===== src/rtl/cdq_pkg.sv =====
// cdq_pkg: types, operation and status codes for the circular deque.
// Used by cdq_cell and circular_deque_top; depends on nothing.
`timescale 1ns / 1ps
`default_nettype none

package cdq_pkg;

	localparam int DEPTH_DEF = 8;
	localparam int WORD_W    = 32;
	localparam int LEVEL_W   = 4;
	localparam int OP_W      = 3;
	localparam int ST_W      = 2;

	localparam logic [OP_W-1:0] OP_PUSH_FRONT = 3'd0;
	localparam logic [OP_W-1:0] OP_PUSH_REAR  = 3'd1;
	localparam logic [OP_W-1:0] OP_POP_FRONT  = 3'd2;
	localparam logic [OP_W-1:0] OP_POP_REAR   = 3'd3;
	localparam logic [OP_W-1:0] OP_QUERY      = 3'd4;

	localparam logic [ST_W-1:0] ST_DONE  = 2'd0;
	localparam logic [ST_W-1:0] ST_FULL  = 2'd1;
	localparam logic [ST_W-1:0] ST_EMPTY = 2'd2;

	typedef struct packed {
		logic [OP_W-1:0]          operation;
		logic signed [WORD_W-1:0] data_in;
	} req_t;

	typedef struct packed {
		logic signed [WORD_W-1:0] popped_value;
		logic [ST_W-1:0]          status;
		logic signed [WORD_W-1:0] front_value;
		logic signed [WORD_W-1:0] rear_value;
		logic                     is_full;
		logic                     is_empty;
		logic [LEVEL_W-1:0]       level;
	} rsp_t;

	// Shift/update command broadcast to every cell; already gated by full/empty.
	typedef struct packed {
		logic push_front;
		logic push_rear;
		logic pop_front;
		logic pop_rear;
	} ctl_t;

endpackage

`default_nettype wire


===== src/rtl/circular_deque_top.sv =====
// circular_deque_top: double-ended queue built as a row of DEPTH shifting cells.
// Depends on cdq_pkg and cdq_cell.
`timescale 1ns / 1ps
`default_nettype none

// A transaction is taken at a rising edge with start high and busy low. The
// front word always sits in the first cell and the words shift one cell along
// the row on a front push or front pop; a rear push or pop touches only the
// cell at the rear boundary. The cells update when the transaction is taken;
// pend_q (busy) is then set, and while it is high the front/rear words are read
// back from the row and registered into result_q. The result then shows on
// result for exactly one cycle with done high; it cannot be held off, so capture it on that cycle.
// busy is high between accept and result; a new transaction
// may be started in the cycle that done is high. Pushes when full and pops when
// empty change nothing and report a status code. After reset the deque is empty.
module circular_deque_top #(
	parameter int DEPTH = cdq_pkg::DEPTH_DEF
) (
	input  wire logic          clk,
	input  wire logic          arst_n,
	input  wire logic          start,
	output logic               busy,
	input  wire cdq_pkg::req_t request,
	output logic               done,
	output cdq_pkg::rsp_t      result
);

	localparam int CNT_W = $clog2(DEPTH + 1);

	logic [cdq_pkg::WORD_W-1:0] cell_word [DEPTH];
	logic                       cell_valid [DEPTH];
	logic                       cell_rear [DEPTH];

	logic [CNT_W-1:0]           count_q;
	logic                       pend_q;
	logic                       done_q;
	logic [cdq_pkg::WORD_W-1:0] popped_s1;
	logic [cdq_pkg::ST_W-1:0]   status_s1;
	cdq_pkg::rsp_t              result_q;

	logic                       accept;
	logic                       full;
	logic                       empty;
	cdq_pkg::ctl_t              ctl;
	logic [cdq_pkg::ST_W-1:0]   status_d;
	logic [cdq_pkg::WORD_W-1:0] rear_word;
	logic [CNT_W+cdq_pkg::LEVEL_W-1:0] level_ext;

	assign accept = start & ~busy;
	assign busy   = pend_q;
	assign done   = done_q;
	assign result = result_q;
	assign full   = (count_q == CNT_W'(DEPTH));
	assign empty  = (count_q == '0);

	always_comb begin
		ctl      = '0;
		status_d = cdq_pkg::ST_DONE;
		unique case (request.operation)
			cdq_pkg::OP_PUSH_FRONT, cdq_pkg::OP_PUSH_REAR: begin
				if (full) begin
					status_d = cdq_pkg::ST_FULL;
				end else begin
					ctl.push_front = accept && (request.operation == cdq_pkg::OP_PUSH_FRONT);
					ctl.push_rear  = accept && (request.operation == cdq_pkg::OP_PUSH_REAR);
				end
			end
			cdq_pkg::OP_POP_FRONT, cdq_pkg::OP_POP_REAR: begin
				if (empty) begin
					status_d = cdq_pkg::ST_EMPTY;
				end else begin
					ctl.pop_front = accept && (request.operation == cdq_pkg::OP_POP_FRONT);
					ctl.pop_rear  = accept && (request.operation == cdq_pkg::OP_POP_REAR);
				end
			end
			default: begin
				status_d = cdq_pkg::ST_DONE;
			end
		endcase
	end

	for (genvar i = 0; i < DEPTH; i++) begin : g_cell
		logic [cdq_pkg::WORD_W-1:0] lw;
		logic                       lv;
		logic [cdq_pkg::WORD_W-1:0] rw;
		logic                       rv;

		if (i == 0) begin : g_first
			assign lw = request.data_in;
			assign lv = 1'b1;
		end else begin : g_mid_l
			assign lw = cell_word[i-1];
			assign lv = cell_valid[i-1];
		end

		if (i == DEPTH - 1) begin : g_last
			assign rw = '0;
			assign rv = 1'b0;
		end else begin : g_mid_r
			assign rw = cell_word[i+1];
			assign rv = cell_valid[i+1];
		end

		cdq_cell u_cell (
			.clk         (clk),
			.arst_n      (arst_n),
			.ctl         (ctl),
			.push_word   (request.data_in),
			.left_word   (lw),
			.left_valid  (lv),
			.right_word  (rw),
			.right_valid (rv),
			.word        (cell_word[i]),
			.valid       (cell_valid[i]),
			.is_rear     (cell_rear[i])
		);
	end

	// Exactly one cell flags itself as rear when non-empty; none when empty.
	always_comb begin
		rear_word = '0;
		for (int i = 0; i < DEPTH; i++) begin
			rear_word = rear_word | (cell_rear[i] ? cell_word[i] : '0);
		end
	end

	assign level_ext = {{cdq_pkg::LEVEL_W{1'b0}}, count_q};

	always_ff @(posedge clk or negedge arst_n) begin
		if (!arst_n) begin
			count_q <= '0;
			pend_q  <= 1'b0;
			done_q  <= 1'b0;
		end else begin
			pend_q <= accept;
			done_q <= pend_q;
			if (ctl.push_front || ctl.push_rear) begin
				count_q <= count_q + CNT_W'(1);
			end else if (ctl.pop_front || ctl.pop_rear) begin
				count_q <= count_q - CNT_W'(1);
			end
		end
	end

	always_ff @(posedge clk) begin
		if (accept) begin
			status_s1 <= status_d;
			if (ctl.pop_front) begin
				popped_s1 <= cell_word[0];
			end else if (ctl.pop_rear) begin
				popped_s1 <= rear_word;
			end else begin
				popped_s1 <= '0;
			end
		end
		if (pend_q) begin
			result_q.popped_value <= popped_s1;
			result_q.status       <= status_s1;
			result_q.front_value  <= cell_valid[0] ? cell_word[0] : '0;
			result_q.rear_value   <= rear_word;
			result_q.is_full      <= full;
			result_q.is_empty     <= empty;
			result_q.level        <= level_ext[cdq_pkg::LEVEL_W-1:0];
		end
	end

endmodule

`default_nettype wire


===== src/rtl/cdq_cell.sv =====
// cdq_cell: one storage cell of the deque row (word plus occupied flag).
// Depends on cdq_pkg for the control struct and word width.
`timescale 1ns / 1ps
`default_nettype none

module cdq_cell (
	input  wire logic                             clk,
	input  wire logic                             arst_n,
	input  wire cdq_pkg::ctl_t                    ctl,
	input  wire logic [cdq_pkg::WORD_W-1:0]       push_word,
	input  wire logic [cdq_pkg::WORD_W-1:0]       left_word,
	input  wire logic                             left_valid,
	input  wire logic [cdq_pkg::WORD_W-1:0]       right_word,
	input  wire logic                             right_valid,
	output logic [cdq_pkg::WORD_W-1:0]            word,
	output logic                                  valid,
	output logic                                  is_rear
);

	logic [cdq_pkg::WORD_W-1:0] word_q;
	logic                       valid_q;

	assign word    = word_q;
	assign valid   = valid_q;
	assign is_rear = valid_q & ~right_valid;

	always_ff @(posedge clk or negedge arst_n) begin
		if (!arst_n) begin
			valid_q <= 1'b0;
		end else if (ctl.push_front) begin
			valid_q <= left_valid;
		end else if (ctl.push_rear) begin
			if (!valid_q && left_valid) valid_q <= 1'b1;
		end else if (ctl.pop_front) begin
			valid_q <= right_valid;
		end else if (ctl.pop_rear) begin
			if (valid_q && !right_valid) valid_q <= 1'b0;
		end
	end

	always_ff @(posedge clk) begin
		if (ctl.push_front) begin
			word_q <= left_word;
		end else if (ctl.push_rear) begin
			if (!valid_q && left_valid) word_q <= push_word;
		end else if (ctl.pop_front) begin
			word_q <= right_word;
		end
	end

endmodule

`default_nettype wire


===== config.mk =====
export PLATFORM = sky130hd
export DESIGN_NAME = circular_deque_top
export DESIGN_NICKNAME = d
export VERILOG_FILES = /design/src/rtl/cdq_pkg.sv /design/src/rtl/circular_deque_top.sv /design/src/rtl/cdq_cell.sv
export SDC_FILE = /design/constraint.sdc
export NUM_CORES = 1
export LEC_CHECK = 0
export BUFFER_PORTS_ARGS = -buffer_cell sky130_fd_sc_hd__buf_2
export CAP_MARGIN = 0
export CORE_ASPECT_RATIO = 2
export CORE_UTILIZATION = 34
export CTS_CLUSTER_SIZE = 24
export DETAILED_ROUTE_END_ITERATION = 7
export GPL_TIMING_DRIVEN = 0
export PLACE_DENSITY = 0.5
export SLEW_MARGIN = 20
export SYNTH_ARGS = -nofsm -noshare
export SYNTH_HDL_FRONTEND = slang
export SYNTH_HIERARCHICAL = 1
export SYNTH_SLANG_ARGS = --single-unit

===== constraint.sdc =====
create_clock -name clk -period 5.65 [get_ports clk]
set_clock_uncertainty 0.15 [all_clocks]
set_input_delay 0.2825 -clock clk [delete_from_list [all_inputs] [get_ports clk]]
set_output_delay 0.2825 -clock clk [all_outputs]
set_load 0.005 [all_outputs]

==> out/metrics.yaml <==
rsz0062_at_grt: "false"
dp_hpwl_mm: 51.3
ctsRootBufferMaster: "clkbuf_16"
drv_slew: 0
setup.worst_path.class: "reg -> reg"
min_path_type: "in -> async"
cp_top_family: "buffers and inverters"
start_kind: "flop"
place_inst: 2597
p_total_mw: 8.99
cts.reportedPaths.clkPinSlew_ns: 0.07
syn_area_per_cell_sq_um: 12.3
antenna_found_initial: 0
cts_sinks: 408
synthToLayoutAreaGrowth_pct: 17.4
start_util_pct: 34.4
gp_congestion: 0.897
postRouteAntennaNets: 0
synth.distinct_cells: 37
yosys_warnings: 6
num_rows: 126
multi_input_area_sq_um: 7430
cp_data_required_time_ns: 5.78
nFillCells: 5790
status: "finished clean"
clockBufferDepth: 3
grt_pass1_wl_mm: 111
drv_cap: 0
synth.area.top_cells: "edfxtp_1, mux2i_1, o21ai_0"
synth_xor_xnor_area_share_pct: 0.130
whs_ns: 0.0277
max_clock_freq_mhz: 238
max_slew_margin_pct: 17.1
drive_gt1_share_pct: 15.7
leakage_nw: 7.63
antennaDiodeCount: 0
synth-adder-area-share_pct: 0.222
vias: 15600
path_cells: "buf_16 > nand2b_1 > nor4_4 > inv_2 > nor2_4 > buf_2 > clkbuf_1 > o21ai_0"
ys_ff_latch: 408
cp_slowest_cell: "clkbuf_1"
overflow: 0
path_max_fanout: 38
synthMuxAreaShare_pct: 12.8
cp_num_buf_inv: 4
finalHoldViolCount: 0
cp-end-kind: "flop"
dp_slack_ns: 1.52
dr.pass1.iters: 6
synth_top_family_by_area: "compound AO/OA/AOI/OAI gates"
synth_compound_area_share_pct: 13.9
grt_max_degree: 48
fin_cells: 2699
drc_errors: 0
postLayoutCellArea_sq_um: 23800
netlist.area_leader.share_pct: 58.3
ir_drop_mv: 0.206
path_depth: 8
avgRoutedWirePerCell_um: 28.8
synth_edf_count: 394
finalCritPeriodShare_pct: 74.4
core_sq_um: 59000
synth-simple-area-share_pct: 8.55
synthFlopType: "edfxtp_1"
setup_tns_ns: 0
portBuffers: 143
grtUsageTotal_pct: 25.5
viasPerCell: 5.78
yosys.area.top_type: "edfxtp_1"
synth_common_cells: "edfxtp_1, mux2i_1, nand2_1, o21ai_0, a22oi_1"
rr_worst_depth: 8
syn_inst: 1648
worstMarginPinSlew_ns: 1.24
nets: 1943
die-area_sq_um: 60700
finalWorstSetupSlack_ns: 1.45
ys_seq_area_share_pct: 60.1
ios: 144
cts_buffers: 39
slowest_delay_ns: 0.67
arrival_ns: 4.33
yosysMostFrequentCell: "edfxtp_1"
syn_area_sq_um: 20300
placed_area_sq_um: 22300
die_h_um: 347
grt_pass1_vias: 15900
clk_latency_ns: 0.57
powerDensity_nw_per_um2: 378
htreeDepth: 2
register_area_sq_um: 12200
die_w_um: 175
utilization_pct: 40.4
drt_iter0_drc: 1531
cts_tree: "done"
routed_wl_mm: 77.8
fin_crit_ns: 4.20
setup_viol: 0
synthArstFlopShare_pct: 3.43
registers in the layout, summed over array words and instances (netlist names):
name and cells:
status_s1 2, busy 1, g_cell.u_cell/valid 8, count_q 4, popped_s1 32, result 104, g_cell.u_cell/word 256, done 1
layer usage:
metal	routed length [um]	track usage [%]	vias to the layer above	part of all wire, %
li1	-	-	6735	-
met1	26900	27.1	7749	35
met2	40200	45.8	816	52
met3	4750	3.72	295	6.1
met4	5950	18.0	0	7.6
met5	0	0	-	0
final timing paths:
path	endpoint	start	slack, ns
max in group asynchronous	busy	arst_n	4.99
worst max register to register	g_cell[3].u_cell/word[9]	busy	1.45
worst min register to register	result[97]	popped_s1[25]	0.27
worst max-delay path	g_cell[3].u_cell/word[9]	busy	1.45
min in group clk	g_cell[0].u_cell/word[16]	request[16]	0.04
worst min-delay path	busy	arst_n	0.03
final cells by class:
| cell class | count | area share [%] |
|---|---|---|
| buffer | 122 | 3.28 |
| clock buffer | 44 | 4.22 |
| clock inverter | 26 | 0.936 |
| inverter | 28 | 0.442 |
| multi-input combinational | 1125 | 31.2 |
| sequential | 408 | 51.2 |
| tap | 768 | 4.04 |
| timing repair buffer | 178 | 4.67 |
power breakdown:
group / leakage, nW / switching, mW / internal, mW
clock network: 0.608 / 1.25 / 1.43
logic: 3.18 / 1.64 / 0.670
registers: 3.84 / 0.237 / 3.76
total: 7.63 / 3.13 / 5.86
logic make-up after synthesis:
group | count (synthesis)
AO/OA/AOI/OAI | 458
XOR/XNOR | 3
adder cells (fa/ha/maj) | 3
buffers and inverters | 150
flip-flops | 408
multiplexers | 259
other | 2
AND/OR/NAND/NOR | 365
cell usage in the layout, fill, tap and decap left out, types with 3 or more instances in the layout:
cell	count
o21ai_0	256
edfxtp_1	394
buf_2	178
xnor2_1	3
clkbuf_2	7
clkbuf_16	39
buf_6	36
nor4_4	3
bufinv_16	3
nand4_1	32
nand3_4	8
clkinv_1	5
conb_1	37
a31oi_1	8
inv_6	4
a22o_1	32
nand2_1	256
clkbuf_1	48
inv_1	26
a21oi_1	9
o211ai_1	8
mux2i_1	258
and2_1	34
a22oi_1	128
nand3b_1	8
dlygate4sd3_1	32
a211oi_1	8
clkinv_2	11
dfrtp_1	13
nor2b_1	8
nand2b_1	10
o22a_1	8
timing repair:
action / CTS / global route
setup buffers: 0 / 0
hold buffers: 32 / 0
hold endpoints to repair: 44 / 0
gates resized for setup: 0 / 0
Note: power is estimated with default switching activity, not from simulation.
